### src/rtl/assert_macros.svh
// Assertion macros used by the frame encoder back part (wfe_back).
`ifndef ASSERT_MACROS_SVH
`define ASSERT_MACROS_SVH

// Property must hold at every clock edge outside reset.
`define WFE_ASSERT(lbl, clk, rst_n, prop, msg) \
	lbl: assert property (@(posedge clk) disable iff (!rst_n) prop) else $error(msg);

// Condition must never be seen at a clock edge outside reset.
`define WFE_NEVER(lbl, clk, rst_n, cond, msg) \
	lbl: assert property (@(posedge clk) disable iff (!rst_n) !(cond)) else $error(msg);

`endif

### src/rtl/wfe_pkg.sv
// Shared types and constants of the WebSocket frame encoder.
`default_nettype none

package wfe_pkg;

	localparam int unsigned MSG_W  = 32;
	localparam int unsigned FLEN_W = 21;
	localparam int unsigned KEY_W  = 32;

	// Queue between the front and the back.
	localparam int unsigned QDEPTH = 4;
	localparam int unsigned QPTR_W = $clog2(QDEPTH);

	localparam logic [FLEN_W-1:0] LIMIT_RESET = FLEN_W'(16384);

	// Header codes.
	localparam logic [3:0]        OP_TEXT    = 4'h1;
	localparam logic [3:0]        OP_CONT    = 4'h0;
	localparam logic [FLEN_W-1:0] LEN7_MAX   = FLEN_W'(125);
	localparam logic [FLEN_W-1:0] LEN16_MAX  = FLEN_W'(16'hffff);
	localparam logic [6:0]        LEN_CODE16 = 7'd126;
	localparam logic [6:0]        LEN_CODE64 = 7'd127;

	// Length field form of a frame header.
	typedef enum logic [1:0] {
		LEN_SHORT,
		LEN_EXT16,
		LEN_EXT64
	} len_cls_t;

	// One classified item handed from the front to the back.
	typedef struct packed {
		logic              frame_start;
		logic              fin;
		logic              opcode_text;
		len_cls_t          len_cls;
		logic [FLEN_W-1:0] flen;
		logic [KEY_W-1:0]  key;
		logic [7:0]        masked;
		logic              frame_end;
		logic              message_end;
	} cmd_t;

endpackage

`default_nettype wire

### src/rtl/websocket_frame_encoder.sv
// Top level of the masked WebSocket client frame encoder.
`default_nettype none

// Takes one payload byte per transfer and emits the masked wire stream, one byte per
// cycle while m_axis_tready is high. An input byte is accepted every cycle while the
// four-entry command queue has room; a byte that opens a frame is preceded by 6, 8 or
// 14 header bytes (7-bit, 16-bit or 64-bit length form), so the output register sets the
// sustained rate. The user must write the frame limit register through cfg_we/cfg_wdata
// only between messages; the block itself does not enforce this.
module websocket_frame_encoder (
	input  wire logic                        clk,
	input  wire logic                        arst_n,
	input  wire logic                        cfg_we,
	input  wire logic [wfe_pkg::FLEN_W-1:0]  cfg_wdata,     // frame_limit
	input  wire logic                        s_axis_tvalid,
	output logic                             s_axis_tready,
	input  wire logic [71:0]                 s_axis_tdata,  // payload_byte, message_length, mask_key
	output logic                             m_axis_tvalid,
	input  wire logic                        m_axis_tready,
	output logic [7:0]                       m_axis_tdata,  // out_byte
	output logic [2:0]                       m_axis_tuser,  // is_header, message_end, last
	output logic                             m_axis_tlast   // frame_end
);

	logic          q_full;
	logic          q_push;
	wfe_pkg::cmd_t q_push_cmd;
	logic          q_pop;
	wfe_pkg::cmd_t q_head_cmd;
	logic          q_not_empty;

	// Classification and masking.
	wfe_front u_front (
		.clk           (clk),
		.arst_n        (arst_n),
		.cfg_we        (cfg_we),
		.cfg_wdata     (cfg_wdata),
		.s_axis_tvalid (s_axis_tvalid),
		.s_axis_tready (s_axis_tready),
		.s_axis_tdata  (s_axis_tdata),
		.q_full        (q_full),
		.q_push        (q_push),
		.q_cmd         (q_push_cmd)
	);

	// Decoupling queue.
	wfe_queue u_queue (
		.clk       (clk),
		.arst_n    (arst_n),
		.push      (q_push),
		.push_cmd  (q_push_cmd),
		.full      (q_full),
		.pop       (q_pop),
		.head_cmd  (q_head_cmd),
		.not_empty (q_not_empty)
	);

	// Header sequencing and output register.
	wfe_back u_back (
		.clk           (clk),
		.arst_n        (arst_n),
		.q_valid       (q_not_empty),
		.q_cmd         (q_head_cmd),
		.q_pop         (q_pop),
		.m_axis_tvalid (m_axis_tvalid),
		.m_axis_tready (m_axis_tready),
		.m_axis_tdata  (m_axis_tdata),
		.m_axis_tuser  (m_axis_tuser),
		.m_axis_tlast  (m_axis_tlast)
	);

endmodule

`default_nettype wire

### src/rtl/wfe_front.sv
// Front part: accepts payload bytes, tracks message and frame state, masks data.
`default_nettype none

module wfe_front (
	input  wire logic                        clk,
	input  wire logic                        arst_n,
	input  wire logic                        cfg_we,
	input  wire logic [wfe_pkg::FLEN_W-1:0]  cfg_wdata,
	input  wire logic                        s_axis_tvalid,
	output logic                             s_axis_tready,
	input  wire logic [71:0]                 s_axis_tdata,
	input  wire logic                        q_full,
	output logic                             q_push,
	output wfe_pkg::cmd_t                    q_cmd
);

	logic [wfe_pkg::FLEN_W-1:0] frame_limit_q;
	logic [wfe_pkg::MSG_W-1:0]  message_left_q;
	logic [wfe_pkg::FLEN_W-1:0] frame_left_q;
	logic                       first_frame_q;
	logic [wfe_pkg::KEY_W-1:0]  frame_key_q;
	logic [1:0]                 key_position_q;

	logic [7:0]                 data_in;
	logic [wfe_pkg::MSG_W-1:0]  len_in;
	logic [wfe_pkg::KEY_W-1:0]  key_in;
	logic                       idle;
	logic                       take;
	logic [wfe_pkg::MSG_W-1:0]  cur_msg;
	logic [wfe_pkg::FLEN_W-1:0] lim;
	logic                       fits;
	logic                       frame_start;
	logic [wfe_pkg::FLEN_W-1:0] flen;
	logic [wfe_pkg::FLEN_W-1:0] cur_frame;
	logic [wfe_pkg::KEY_W-1:0]  key;
	logic [1:0]                 pos;
	logic                       fend;
	logic                       mend;

	// Unpack the input transfer.
	assign data_in = s_axis_tdata[7:0];
	assign len_in  = s_axis_tdata[39:8];
	assign key_in  = s_axis_tdata[71:40];

	assign s_axis_tready = !q_full;

	// A message starts when nothing is left; a zero length start is dropped.
	assign idle = (message_left_q == '0);
	assign take = s_axis_tvalid && !q_full && !(idle && (len_in == '0));

	// Frame sizing for a frame that starts with this byte.
	assign cur_msg     = idle ? len_in : message_left_q;
	assign lim         = (frame_limit_q == '0) ? wfe_pkg::FLEN_W'(1) : frame_limit_q;
	assign fits        = (cur_msg <= {{(wfe_pkg::MSG_W - wfe_pkg::FLEN_W){1'b0}}, lim});
	assign frame_start = (frame_left_q == '0);
	assign flen        = fits ? cur_msg[wfe_pkg::FLEN_W-1:0] : lim;
	assign cur_frame   = frame_start ? flen : frame_left_q;
	assign key         = frame_start ? key_in : frame_key_q;
	assign pos         = frame_start ? 2'd0 : key_position_q;
	assign fend        = (cur_frame == wfe_pkg::FLEN_W'(1));
	assign mend        = (cur_msg == wfe_pkg::MSG_W'(1));

	// Build the command for the back part.
	always_comb begin
		q_cmd.frame_start = frame_start;
		q_cmd.fin         = fits;
		q_cmd.opcode_text = first_frame_q;
		if (flen > wfe_pkg::LEN16_MAX) begin
			q_cmd.len_cls = wfe_pkg::LEN_EXT64;
		end else if (flen > wfe_pkg::LEN7_MAX) begin
			q_cmd.len_cls = wfe_pkg::LEN_EXT16;
		end else begin
			q_cmd.len_cls = wfe_pkg::LEN_SHORT;
		end
		q_cmd.flen        = flen;
		q_cmd.key         = key;
		q_cmd.masked      = data_in ^ key[{pos, 3'b000} +: 8];
		q_cmd.frame_end   = fend;
		q_cmd.message_end = mend;
	end

	assign q_push = take;

	// Configuration register and message state.
	always_ff @(posedge clk or negedge arst_n) begin
		if (!arst_n) begin
			frame_limit_q  <= wfe_pkg::LIMIT_RESET;
			message_left_q <= '0;
			frame_left_q   <= '0;
			first_frame_q  <= 1'b1;
			frame_key_q    <= '0;
			key_position_q <= '0;
		end else begin
			if (cfg_we) begin
				frame_limit_q <= cfg_wdata;
			end
			if (take) begin
				message_left_q <= cur_msg - wfe_pkg::MSG_W'(1);
				frame_left_q   <= cur_frame - wfe_pkg::FLEN_W'(1);
				frame_key_q    <= key;
				key_position_q <= pos + 2'd1;
				if (mend) begin
					first_frame_q <= 1'b1;
				end else if (frame_start) begin
					first_frame_q <= 1'b0;
				end
			end
		end
	end

endmodule

`default_nettype wire

### src/rtl/wfe_queue.sv
// Short command queue between the front and the back.
`default_nettype none

module wfe_queue (
	input  wire logic           clk,
	input  wire logic           arst_n,
	input  wire logic           push,
	input  wire wfe_pkg::cmd_t  push_cmd,
	output logic                full,
	input  wire logic           pop,
	output wfe_pkg::cmd_t       head_cmd,
	output logic                not_empty
);

	wfe_pkg::cmd_t               entry_q [wfe_pkg::QDEPTH];
	logic [wfe_pkg::QPTR_W-1:0]  wr_ptr_q;
	logic [wfe_pkg::QPTR_W-1:0]  rd_ptr_q;
	logic [wfe_pkg::QPTR_W:0]    count_q;

	assign full      = (count_q == (wfe_pkg::QPTR_W + 1)'(wfe_pkg::QDEPTH));
	assign not_empty = (count_q != '0);
	assign head_cmd  = entry_q[rd_ptr_q];

	// Entry storage.
	always_ff @(posedge clk) begin
		if (push) begin
			entry_q[wr_ptr_q] <= push_cmd;
		end
	end

	// Pointers and fill count.
	always_ff @(posedge clk or negedge arst_n) begin
		if (!arst_n) begin
			wr_ptr_q <= '0;
			rd_ptr_q <= '0;
			count_q  <= '0;
		end else begin
			if (push) begin
				wr_ptr_q <= wr_ptr_q + 1'b1;
			end
			if (pop) begin
				rd_ptr_q <= rd_ptr_q + 1'b1;
			end
			if (push && !pop) begin
				count_q <= count_q + 1'b1;
			end else if (pop && !push) begin
				count_q <= count_q - 1'b1;
			end
		end
	end

endmodule

`default_nettype wire

### src/rtl/wfe_back.sv
// Back part: walks the header bytes of a frame and emits the wire bytes.
`default_nettype none
`include "assert_macros.svh"

module wfe_back (
	input  wire logic           clk,
	input  wire logic           arst_n,
	input  wire logic           q_valid,
	input  wire wfe_pkg::cmd_t  q_cmd,
	output logic                q_pop,
	output logic                m_axis_tvalid,
	input  wire logic           m_axis_tready,
	output logic [7:0]          m_axis_tdata,
	output logic [2:0]          m_axis_tuser,
	output logic                m_axis_tlast
);

	logic [3:0]  idx_q;
	logic        m_tvalid_q;
	logic [7:0]  m_tdata_q;
	logic [2:0]  m_tuser_q;
	logic        m_tlast_q;

	logic [3:0]  ext_n;
	logic [3:0]  hdr_n;
	logic        at_payload;
	logic        adv;
	logic [3:0]  len_sel;
	logic [3:0]  key_sel;
	logic [63:0] len64;
	logic [6:0]  len_code;
	logic [7:0]  byte_out;

	// Header size for this command: two fixed bytes, extended length, key.
	always_comb begin
		unique case (q_cmd.len_cls)
			wfe_pkg::LEN_EXT16: begin
				ext_n    = 4'd2;
				len_code = wfe_pkg::LEN_CODE16;
			end
			wfe_pkg::LEN_EXT64: begin
				ext_n    = 4'd8;
				len_code = wfe_pkg::LEN_CODE64;
			end
			default: begin
				ext_n    = 4'd0;
				len_code = q_cmd.flen[6:0];
			end
		endcase
	end

	assign hdr_n      = q_cmd.frame_start ? (ext_n + 4'd6) : 4'd0;
	assign at_payload = (idx_q == hdr_n);
	assign len64      = {{(64 - wfe_pkg::FLEN_W){1'b0}}, q_cmd.flen};
	assign len_sel    = ext_n + 4'd1 - idx_q;
	assign key_sel    = idx_q - 4'd2 - ext_n;

	// Select the byte at the current position of the frame.
	always_comb begin
		if (at_payload) begin
			byte_out = q_cmd.masked;
		end else if (idx_q == 4'd0) begin
			byte_out = {q_cmd.fin, 3'b000,
				q_cmd.opcode_text ? wfe_pkg::OP_TEXT : wfe_pkg::OP_CONT};
		end else if (idx_q == 4'd1) begin
			byte_out = {1'b1, len_code};
		end else if (idx_q < (ext_n + 4'd2)) begin
			byte_out = len64[{len_sel[2:0], 3'b000} +: 8];
		end else begin
			byte_out = q_cmd.key[{key_sel[1:0], 3'b000} +: 8];
		end
	end

	// The output register advances when empty or when its transfer completes.
	assign adv   = !m_tvalid_q || m_axis_tready;
	assign q_pop = adv && q_valid && at_payload;

	// Output valid and header position.
	always_ff @(posedge clk or negedge arst_n) begin
		if (!arst_n) begin
			m_tvalid_q <= 1'b0;
			idx_q      <= '0;
		end else if (adv) begin
			m_tvalid_q <= q_valid;
			if (q_valid) begin
				idx_q <= at_payload ? 4'd0 : (idx_q + 4'd1);
			end
		end
	end

	// Output payload; tuser is {last, message_end, is_header}.
	always_ff @(posedge clk) begin
		if (adv && q_valid) begin
			m_tdata_q <= byte_out;
			m_tuser_q <= {at_payload, at_payload && q_cmd.message_end, !at_payload};
			m_tlast_q <= at_payload && q_cmd.frame_end;
		end
	end

	assign m_axis_tvalid = m_tvalid_q;
	assign m_axis_tdata  = m_tdata_q;
	assign m_axis_tuser  = m_tuser_q;
	assign m_axis_tlast  = m_tlast_q;

	// A queue entry leaves only with its payload byte, then the header restarts.
	`WFE_ASSERT(a_pop_restarts, clk, arst_n, q_pop |=> (idx_q == 4'd0), "header index not reset after pop")
	// Header position never runs past the longest header.
	`WFE_NEVER(a_idx_range, clk, arst_n, idx_q > 4'd14, "header index out of range")
	// The end of a message always closes its frame.
	`WFE_NEVER(a_mend_fend, clk, arst_n, m_tvalid_q && m_tuser_q[1] && !m_tlast_q, "message end without frame end")
	// Header bytes carry no end marks and never close an input item.
	`WFE_NEVER(a_hdr_flags, clk, arst_n, m_tvalid_q && m_tuser_q[0] && (m_tlast_q || m_tuser_q[2]), "end marks on a header byte")

endmodule

`default_nettype wire
### config.mk
export PLATFORM = sky130hd
export DESIGN_NAME = websocket_frame_encoder
export DESIGN_NICKNAME = d
export VERILOG_FILES = /design/src/rtl/wfe_pkg.sv /design/src/rtl/websocket_frame_encoder.sv /design/src/rtl/wfe_front.sv /design/src/rtl/wfe_queue.sv /design/src/rtl/wfe_back.sv
export VERILOG_INCLUDE_DIRS = /design/src /design/src/rtl
export SDC_FILE = /design/constraint.sdc
export NUM_CORES = 1
export LEC_CHECK = 0
export BUFFER_PORTS_ARGS = -buffer_cell sky130_fd_sc_hd__buf_2
export CAP_MARGIN = 5
export CORE_UTILIZATION = 50
export CTS_BUF_LIST = sky130_fd_sc_hd__clkbuf_8
export DETAILED_ROUTE_END_ITERATION = 10
export MAX_ROUTING_LAYER = met4
export PLACE_DENSITY = 0.7
export SYNTH_ARGS = -nofsm -noshare
export SYNTH_HDL_FRONTEND = slang
export SYNTH_SLANG_ARGS = --single-unit
### constraint.sdc
create_clock -name clk -period 6.16 [get_ports clk]
set_input_delay 0.924 -clock clk [delete_from_list [all_inputs] [get_ports clk]]
set_output_delay 0.924 -clock clk [all_outputs]
set_load 0.01 [all_outputs]
==> results of run 1 <==
-- state kept, by name, indices dropped and copies added (netlist names) --
register and flops:
u_queue.entry_q 272, u_front.frame_key_q 32, u_front.message_left_q 32, u_front.frame_left_q 21
u_front.frame_limit_q 21, u_back.m_axis_tdata 8, u_back.idx_q 4, u_back.m_axis_tuser 3
u_queue.count_q 3, u_front.key_position_q 2, u_queue.rd_ptr_q 2, u_queue.wr_ptr_q 2
u_back.m_axis_tlast 1, u_back.m_axis_tvalid 1, u_front.first_frame_q 1
-- area by class of cell --
type / instances / area share (%)
clock inverter: 48 / 1.33
sequential: 405 / 52.9
timing repair buffer: 150 / 3.89
multi-input combinational: 1004 / 33.0
clock buffer: 76 / 4.78
inverter: 69 / 1.18
tap: 511 / 2.92
-- metal layers --
metal  wire [µm]  vias up  track usage (%)
li1            -     6102                -
met1       21700     6709             37.4
met2       22400      563             39.8
met3        3210       64             3.63
met4         951        0             8.18
met5           0        -                -
-- power by group --
group          internal (mW)  leakage [nW]  switching, mW
Combinational           1.33          3.61           1.98
Clock                   1.23         0.776           1.10
Sequential              3.71          4.21          0.352
Total                   6.27          8.60           3.43
-- how the worst max path moves through the flow --
stage | from | depth (start not counted) | to
after floorplan | u_front.message_left_q[26] | 29 | u_front.frame_left_q[14]
after global placement | u_front.message_left_q[26] | 22 | u_front.frame_left_q[14]
after detailed placement | u_front.message_left_q[26] | 22 | u_front.frame_left_q[14]
after CTS | u_front.message_left_q[26] | 22 | u_front.frame_left_q[12]
after global routing | u_front.message_left_q[26] | 23 | u_front.frame_left_q[12]
final | u_front.message_left_q[26] | 23 | u_front.frame_left_q[12]
-- cell usage in the layout (no fill, tap or decap), types with 9 or more instances in the layout --
| cell type | count |
|---|---|
| nand4_1 | 9 |
| inv_1 | 90 |
| nand2_1 | 270 |
| a21oi_1 | 63 |
| nor4_1 | 16 |
| nor3_1 | 31 |
| mux2i_1 | 30 |
| clkbuf_8 | 76 |
| mux2_2 | 13 |
| and2_1 | 10 |
| dfrtp_1 | 117 |
| nand3_1 | 19 |
| xor2_1 | 11 |
| o21ai_1 | 29 |
| nor2_1 | 82 |
| ha_1 | 39 |
| buf_2 | 110 |
| o31ai_1 | 9 |
| or4_1 | 9 |
| or3_1 | 13 |
| o211ai_1 | 16 |
| mux4_2 | 76 |
| buf_4 | 40 |
| edfxtp_1 | 284 |
| o21ai_0 | 93 |
| a31oi_1 | 14 |
| xnor2_1 | 17 |
| a21o_1 | 10 |
-- cells by family after synthesis --
kind of cell / after synthesis / synth area share (%)
simple gates: 513 / 12.3
flops: 405 / 59.9
compound gates: 302 / 9.70
buf+inv: 143 / 2.84
mux: 121 / 11.3
fa+ha+maj: 40 / 2.63
xor+xnor: 28 / 1.27
-- metrics by stage --
step	area [µm²]	utilization (%)	worst slack (ps)	power, mW
2_1_floorplan	19300	-	20.2	6.27
3_3_place_gp	20500	54.2	470	7.32
3_5_place_dp	20500	54.2	380	7.42
4_1_cts	21900	57.8	332	9.76
5_1_grt	21900	57.8	20.9	10.2
6_report	21900	57.8	453	9.71
-- repair_timing --
item | in CTS | in global routing
resized for setup | 0 | 1
setup buffers | 0 | 1
setup endpoints to repair | 0 | 4
-- critical path, stage by stage (launching register included) --
cell and delay (ps):
dfrtp_1 420, or4_4 570, nor3_4 280, and4b_4 430, buf_4 350, nand2_1 120
nand2b_1 120, ha_1 250, a2111oi_0 380, o21ai_0 270, a311oi_4 340, o21ai_2 120
inv_2 170, a21oi_1 120, a21o_1 220, inv_1 60, ha_1 260, nand2_1 90
a31oi_1 170, nand4_1 140, buf_4 220, nand3b_1 180, o21ai_0 170, o21ai_1 100
==> impl_metrics.ini, run 1 <==
[setup_path]
rr_endpoint = u_front.frame_left_q[12]
crit_fanout = 29
crit_required_ps = 6600
crit_path_start_kind = register
timing.rr.start = u_front.message_left_q[26]
worstPathArrival_ps = 6140
r2r_slack_ps = 450
cp-end-kind = register
reg2regPathDepth = 23
path_class = reg2reg

[global_route]
grt_max_degree = 73
grt_pass1_wl_um = 76400
grt_pass1_vias = 13400
grt_usage_pct = 26.4
overflow = 0
antenna_found_initial = 0

[logic_synthesis]
synth_ff_type = edfxtp_1
ys_async_sr_fraction_pct = 29.9
synth_edf_count = 284
ys_top_cells_by_area = edfxtp_1, dfrtp_1, mux4_2
synth.distinct_cells = 79
synth-seq-cells = 405
yosys_warnings = 0
avgSynthCellArea_um2 = 12.4
seq_area_frac_synth_pct = 59.9
syn_nets = 1690
netlist_instances = 1552
synth.most_common_cell = edfxtp_1
syn_area_um2 = 19300
synth_common_cells = edfxtp_1, nand2_1, dfrtp_1
yosys.area.top_type_share_pct = 44.2
yosys.area.top_type = edfxtp_1

[cells_and_area]
multiInputGateArea_um2 = 7220
ff_latch_area_um2 = 11600
syn_to_final_growth_pct = 13.4
nets = 1837
fin_cells = 2263
antenna_cells = 0
nFillCells = 3093
drive_gt1_share_pct = 20.7

[sta]
fin_setup_tns_ps = 0
setup_viol = 0
tightest_slew_ps = 1030
skew_ps = 32.3
slew_violations = 0
relSlewSlack_pct = 31.1
hold_violations = 0
min_period_ps = 5710
timing.fmax_ghz = 0.175
hold-worst-slack_ps = 345
grt_setup_unrepaired = false
min_period_over_period_pct = 92.6

[floorplan]
die-area_um2 = 39400
die_width_um = 198
ios = 112
die_h_um = 198
start_util_pct = 51.0
coreArea_um2 = 37800
row_count = 71

[route]
drt_iter0_markers = 1242
drt-wirelength-per-cell_um = 21.4
drt-total-wl_um = 48300
final_antenna_net_count = 0
drc = 0
drt_pass1_iterations = 6
vias = 13400
viasPerCell = 5.94

[cts]
cts_root_buf = clkbuf_8
cts_sinks = 405
cts_buffers = 69
clk_latency_ps = 600
cts.htree.levels = 3
clkTransAtPathRegs_ps = 60
postCtsHoldBufs = 0
cts_tree = done
clock_path_buffers = 3

[power]
p_leak_nw = 8.60
p_per_area_nw_per_um2 = 444
irDropWorstVdd_v = 0.000204

[place]
hpwl_um = 32400
placedCellCount = 2138
gp_congestion = 0.930
numPortBuffers = 111

[flow_run]
cap_violations = 0

[status]
status = completed

[min_path]
hold_class = in2async
No activity file was read; power rests on OpenSTA's default activity.
==> inputs of run 2 (changes only) <==
- CORE_UTILIZATION: 50 -> 25
- PLACE_DENSITY: 0.7 -> default
- REMOVE_ABC_BUFFERS: default -> 1
==> run 2 against run 1 <==
Flip-flop and latch count is the same. Power down 0.49%. Via count down 0.16%. Register-to-register slack worse by 90 ps. Non-clock buffer count grew 3. Combinational power increased by 1%. Sequential share of layout area decreased by 1.4 points. Critical path depth down 4. Global-route usage decreased by 12 points. Hold slack better by 77 ps. Die area up 99%. Critical endpoint is now u_front.frame_left_q[20].
==> impl_metrics.ini, run 2 (synthesis gave the netlist of run 1 again) <==
[cells_and_area]
largest_reg_flops = 272
drive_gt1_share_pct = 20.5
top_regs = u_queue.entry_q x272, u_front.frame_key_q x32, u_front.message_left_q x32
regMostFlops = u_queue.entry_q
fin_cells = 2783
syn_to_final_growth_pct = 16.6
antenna_cells = 0
mostFrequentLayoutCells = edfxtp_1, nand2_1, dfrtp_1
nets = 1839
final_common_cell = edfxtp_1

[sta]
min_period_ps = 5790
tightest_slew_ps = 1120
skew_ps = 47.1
min_period_over_period_pct = 94.1
hold_violations = 0
slew_violations = 0
relSlewSlack_pct = 24.9
fin_setup_tns_ps = 0
setup_viol = 0
grt_setup_unrepaired = false
timing.fmax_ghz = 0.173

[place]
placedCellCount = 2661
hpwl_um = 36800
numPortBuffers = 111
gp_congestion = 0.894

[route]
dr_wl_met3_um = 3330
top_layer_used = met4
drt_pass1_iterations = 5
met1_length_um = 24700
drt_iter0_markers = 1104
final_antenna_net_count = 0
wl_met2_um = 24800
viasPerCell = 4.82
drt-total-wl_um = 54100
vias = 13400
drc = 0
drt-wirelength-per-cell_um = 19.4

[cts]
clock_path_buffers = 3
postCtsHoldBufs = 0
cts.htree.levels = 3
cts_buffers = 68
cts_sinks = 405
cts_tree = done
clkTransAtPathRegs_ps = 60
cts_root_buf = clkbuf_8
clk_latency_ps = 640

[min_path]
hold_class = in2async

[power]
irDropWorstVdd_v = 0.000177
p_leak_nw = 8.60
p_per_area_nw_per_um2 = 430

[floorplan]
coreArea_um2 = 76100
die_width_um = 280
row_count = 101
die-area_um2 = 78200
ios = 112
start_util_pct = 25.3
die_h_um = 280

[setup_path]
rr_endpoint = u_front.frame_left_q[20]
worstPathArrival_ps = 6330
crit_required_ps = 6690
reg2regPathDepth = 19
path_class = reg2reg
cp-end-kind = register
crit_path_start_kind = register
r2r_slack_ps = 370
timing.rr.start = u_front.message_left_q[26]
crit_fanout = 28

[global_route]
grt_max_degree = 92
overflow = 0
grt_usage_pct = 14.3
antenna_found_initial = 0
grt_pass1_wl_um = 82700
grt_pass1_vias = 13700

[status]
status = completed

[flow_run]
cap_violations = 0
run 2: layout make-up:
cell class,instances,area [µm²]
fillers,7724,53600
flip-flops and latches,405,11600
multi-input cells,1004,7210
well taps,1030,1290
clock buffers,76,1050
repair buffers,153,902
inverters,69,259
clock inverters,46,205
run 2: worst max path at each step:
stage | endpoint | depth (start not counted) | slack [ps] | startpoint
6_report | u_front.frame_left_q[20] | 19 | 370 | u_front.message_left_q[26]
5_1_grt | u_front.frame_left_q[14] | 22 | 10 | u_front.message_left_q[26]
4_1_cts | u_front.frame_left_q[20] | 19 | 290 | u_front.message_left_q[26]
3_5_place_dp | u_front.frame_left_q[14] | 23 | 290 | u_front.message_left_q[26]
3_3_place_gp | u_front.frame_left_q[14] | 23 | 340 | u_front.message_left_q[26]
2_1_floorplan | u_queue.entry_q[0][0] | 8 | -930 | s_axis_tdata[15]
run 2: worst max-delay path, cell delays in order, from the launching register on:
cell and delay (ps):
dfrtp_1 420, or4_4 570, nor3_4 280, and4b_4 500, buf_4 270, a21o_1 180
ha_1 260, nand4_1 130, nor2_1 70, a221o_1 340, a211o_1 280, a311oi_4 290
o21ai_2 110, inv_2 90, buf_4 340, mux2i_1 390, o211ai_1 210, a2111o_1 480
or3_1 360, a21oi_1 140
run 2: where the power goes:
part / internal (mW) / total (mW) / leakage [nW] / switching, mW
sequential: 3.71 / 4.06 / 4.21 / 0.351
combinational: 1.34 / 3.35 / 3.63 / 2.01
clock: 1.14 / 2.25 / 0.762 / 1.11
total: 6.19 / 9.66 / 8.60 / 3.47
run 2: timing repair:
| item | 4_1_cts | 5_1_grt |
|---|---|---|
| hold endpoints to repair | 0 | 0 |
| gates resized for setup | 0 | 1 |
| endpoints found under the setup margin | 0 | 4 |
| buffers inserted | 0 | 0 |
run 2: per-layer routing:
layer	global-route usage, %	vias to the layer above
li1	-	6090
met1	19.2	6747
met2	21.8	486
met3	2.77	93
met4	3.99	0
met5	-	-
run 2: metrics by stage:
stage | power, mW | cell area [µm²] | setup WS [ps] | hold slack [ps] | util [%]
global placement | 7.38 | 21200 | 344 | 461 | 27.9
floorplan | 6.27 | 19000 | -934 | 449 | -
finish | 9.66 | 22500 | 365 | 421 | 29.5
CTS | 9.75 | 22500 | 291 | 429 | 29.5
detailed placement | 7.47 | 21200 | 288 | 471 | 27.9
global route | 10.2 | 22500 | 11.7 | 461 | 29.5
==> inputs of run 3 (changes only) <==
- SYNTH_HIERARCHICAL: default -> 1
==> run 3 against run 2 <==
Cell count is 0.11% higher. Worst setup slack got worse by 80 ps. Hold slack got worse by 18 ps. Flip-flop and latch count did not move. Non-clock buffer count down 4. Clock skew shrank 18 ps. Core utilization fell by 0.48 points. Clock power barely moved. Clock-buffer cell count decreased by 2. Critical path type unchanged. Critical endpoint is now u_front/frame_left_q[14].
==> impl_metrics.ini, run 3 <==
[floorplan]
die_h_um = 282
coreArea_um2 = 77300
ios = 112
row_count = 102
die_width_um = 282
die-area_um2 = 79200
start_util_pct = 25.3

[power]
irDropWorstVdd_v = 0.000209
p_per_area_nw_per_um2 = 470
p_leak_nw = 8.69

[cts]
cts_tree = done
postCtsHoldBufs = 0
clkTransAtPathRegs_ps = 60
cts_sinks = 405
cts_root_buf = clkbuf_8
cts_setup_buffers = 0
cts_buffers = 69
clock_path_buffers = 3
cts.htree.levels = 3
clk_latency_ps = 630

[setup_path]
cp-startpoint = u_front/message_left_q[14]
crit_fanout = 6
cp_common_cell = inv_1
crit_path_start_kind = register
worstPathArrival_ps = 6380
cp_cell_sequence = or4_4, or2_0, buf_4, o41a_1, inv_1, ha_1, nand4_1, or3_1, or4_1, nor3_2, o21ai_2, inv_1, mux2i_1, inv_1, a21oi_1, ha_1, nand4_1, or4_1, a221oi_1
rr_endpoint = u_front/frame_left_q[14]
path_class = reg2reg
cp-end-kind = register
crit_path_max_incr_delay_ps = 580
reg2regPathDepth = 19
crit_required_ps = 6660
timing.rr.start = u_front/message_left_q[14]
slowest_stage = or4_1
crit_end = u_front/frame_left_q[14]
r2r_slack_ps = 290

[cells_and_area]
final_common_cell = edfxtp_1
regMostFlops = u_queue/entry_q
largest_reg_flops = 272
fin_util_pct = 29.1
multiInputGateArea_um2 = 7210
ff_latch_area_um2 = 11600
drive_gt1_share_pct = 20.4
top_regs = u_queue/entry_q x272, u_front/frame_key_q x32, u_front/message_left_q x32
nets = 1833
syn_to_final_growth_pct = 15.1
mostFrequentLayoutCells = edfxtp_1, nand2_1, dfrtp_1
nFillCells = 7940
post-route-cell-area_um2 = 22500
antenna_cells = 0

[route]
drt_pass1_iterations = 6
viasPerCell = 4.77
drt-total-wl_um = 53600
drc = 0
drt-wirelength-per-cell_um = 19.2
vias = 13300
drt_iter0_markers = 1128
final_antenna_net_count = 0

[sta]
timing.fmax_ghz = 0.170
min_period_ps = 5870
slew_violations = 0
hold_violations = 0
timing.final.ws_setup_ps = 285
min_period_over_period_pct = 95.4
relSlewSlack_pct = 21.3
hold-worst-slack_ps = 403
tightest_slew_ps = 1180
setup_viol = 0
skew_ps = 28.9

[logic_synthesis]
seq_area_frac_synth_pct = 59.2
yosys.area.top_type = edfxtp_1
ys_async_sr_fraction_pct = 29.9
synth_common_cells = edfxtp_1, nand2_1, dfrtp_1
yosys_warnings = 6
avgSynthCellArea_um2 = 12.6
netlist_instances = 1553
syn_area_um2 = 19500
synth-seq-cells = 405
synth_ff_type = edfxtp_1
yosys.area.top_type_share_pct = 43.7
synth.most_common_cell = edfxtp_1
ys_top_cells_by_area = edfxtp_1, dfrtp_1, mux4_2
synth.distinct_cells = 87
synth_edf_count = 284

[min_path]
hold_class = in2async

[global_route]
overflow = 0
grt_pass1_wl_um = 81200
grt_max_degree = 90
grt_pass1_vias = 13400
grt_usage_pct = 14.0
antenna_found_initial = 0

[place]
dp_slack_ps = 219
numPortBuffers = 111
hpwl_um = 35700
placed_area_um2 = 21200
gp_congestion = 0.906

[status]
status = completed

[flow_run]
cap_violations = 0
## run 3: what timing repair did
| action | CTS | global route |
|---|---|---|
| hold endpoints to repair | 0 | 0 |
| endpoints found under the setup margin | 0 | 6 |
| resized for setup | 0 | 3 |
## run 3: worst min path at each step
stage / startpoint / end / cells past startpoint
6_report: arst_n / u_front/message_left_q[5] / 1
3_3_place_gp: u_front/frame_key_q[1] / u_front/frame_key_q[1] / 2
2_1_floorplan: u_queue/count_q[2] / u_queue/count_q[2] / 1
4_1_cts: arst_n / u_front/message_left_q[6] / 1
3_5_place_dp: u_front/frame_key_q[5] / u_front/frame_key_q[5] / 2
5_1_grt: arst_n / u_front/message_left_q[6] / 1
## run 3: area by class of cell
cell class | instances | share of cell area, %
well taps | 1040 | 5.79
clock buffers | 74 | 4.53
multi-input cells | 988 | 32.1
clock inverters | 48 | 0.963
flip-flops and latches | 405 | 51.4
inverters | 82 | 1.40
repair buffers | 149 | 3.79
## run 3: worst max-delay path: cells and delay by family, from the launching register on
family / cells / cell delay, ps
flip-flops: 1 / 420
buffers and inverters: 4 / 580
adder cells (fa/ha/maj): 2 / 500
AO/OA/AOI/OAI: 4 / 1150
AND/OR/NAND/NOR: 8 / 2850
multiplexers: 1 / 250
## run 3: logic make-up after synthesis
logic type	share of synthesized area (%)
mux	11.1
xor+xnor	1.43
simple gates	11.9
compound gates	9.71
flops	59.2
buf+inv	4.13
fa+ha+maj	2.60
## run 3: stage by stage
step	std cells	TNS [ps]	power [mW]
5_1_grt	2786	-6.55	11.2
4_1_cts	2786	0	10.6
2_1_floorplan	1475	-1110550	6.92
3_3_place_gp	2664	0	8.28
6_report	2786	0	10.6
3_5_place_dp	2664	0	8.39
## run 3: layer usage
layer	GRT usage (%)	share of wire (%)	up-vias
li1	-	-	6092
met1	18.6	45	6603
met2	21.6	47	511
met3	2.66	6.7	77
met4	3.82	1.8	0
met5	-	0	-
## run 3: power breakdown
group / internal [mW] / total, mW / switching (mW)
clock: 1.11 / 2.22 / 1.10
combinational: 1.59 / 4.12 / 2.53
sequential: 3.84 / 4.23 / 0.383
total: 6.55 / 10.6 / 4.02
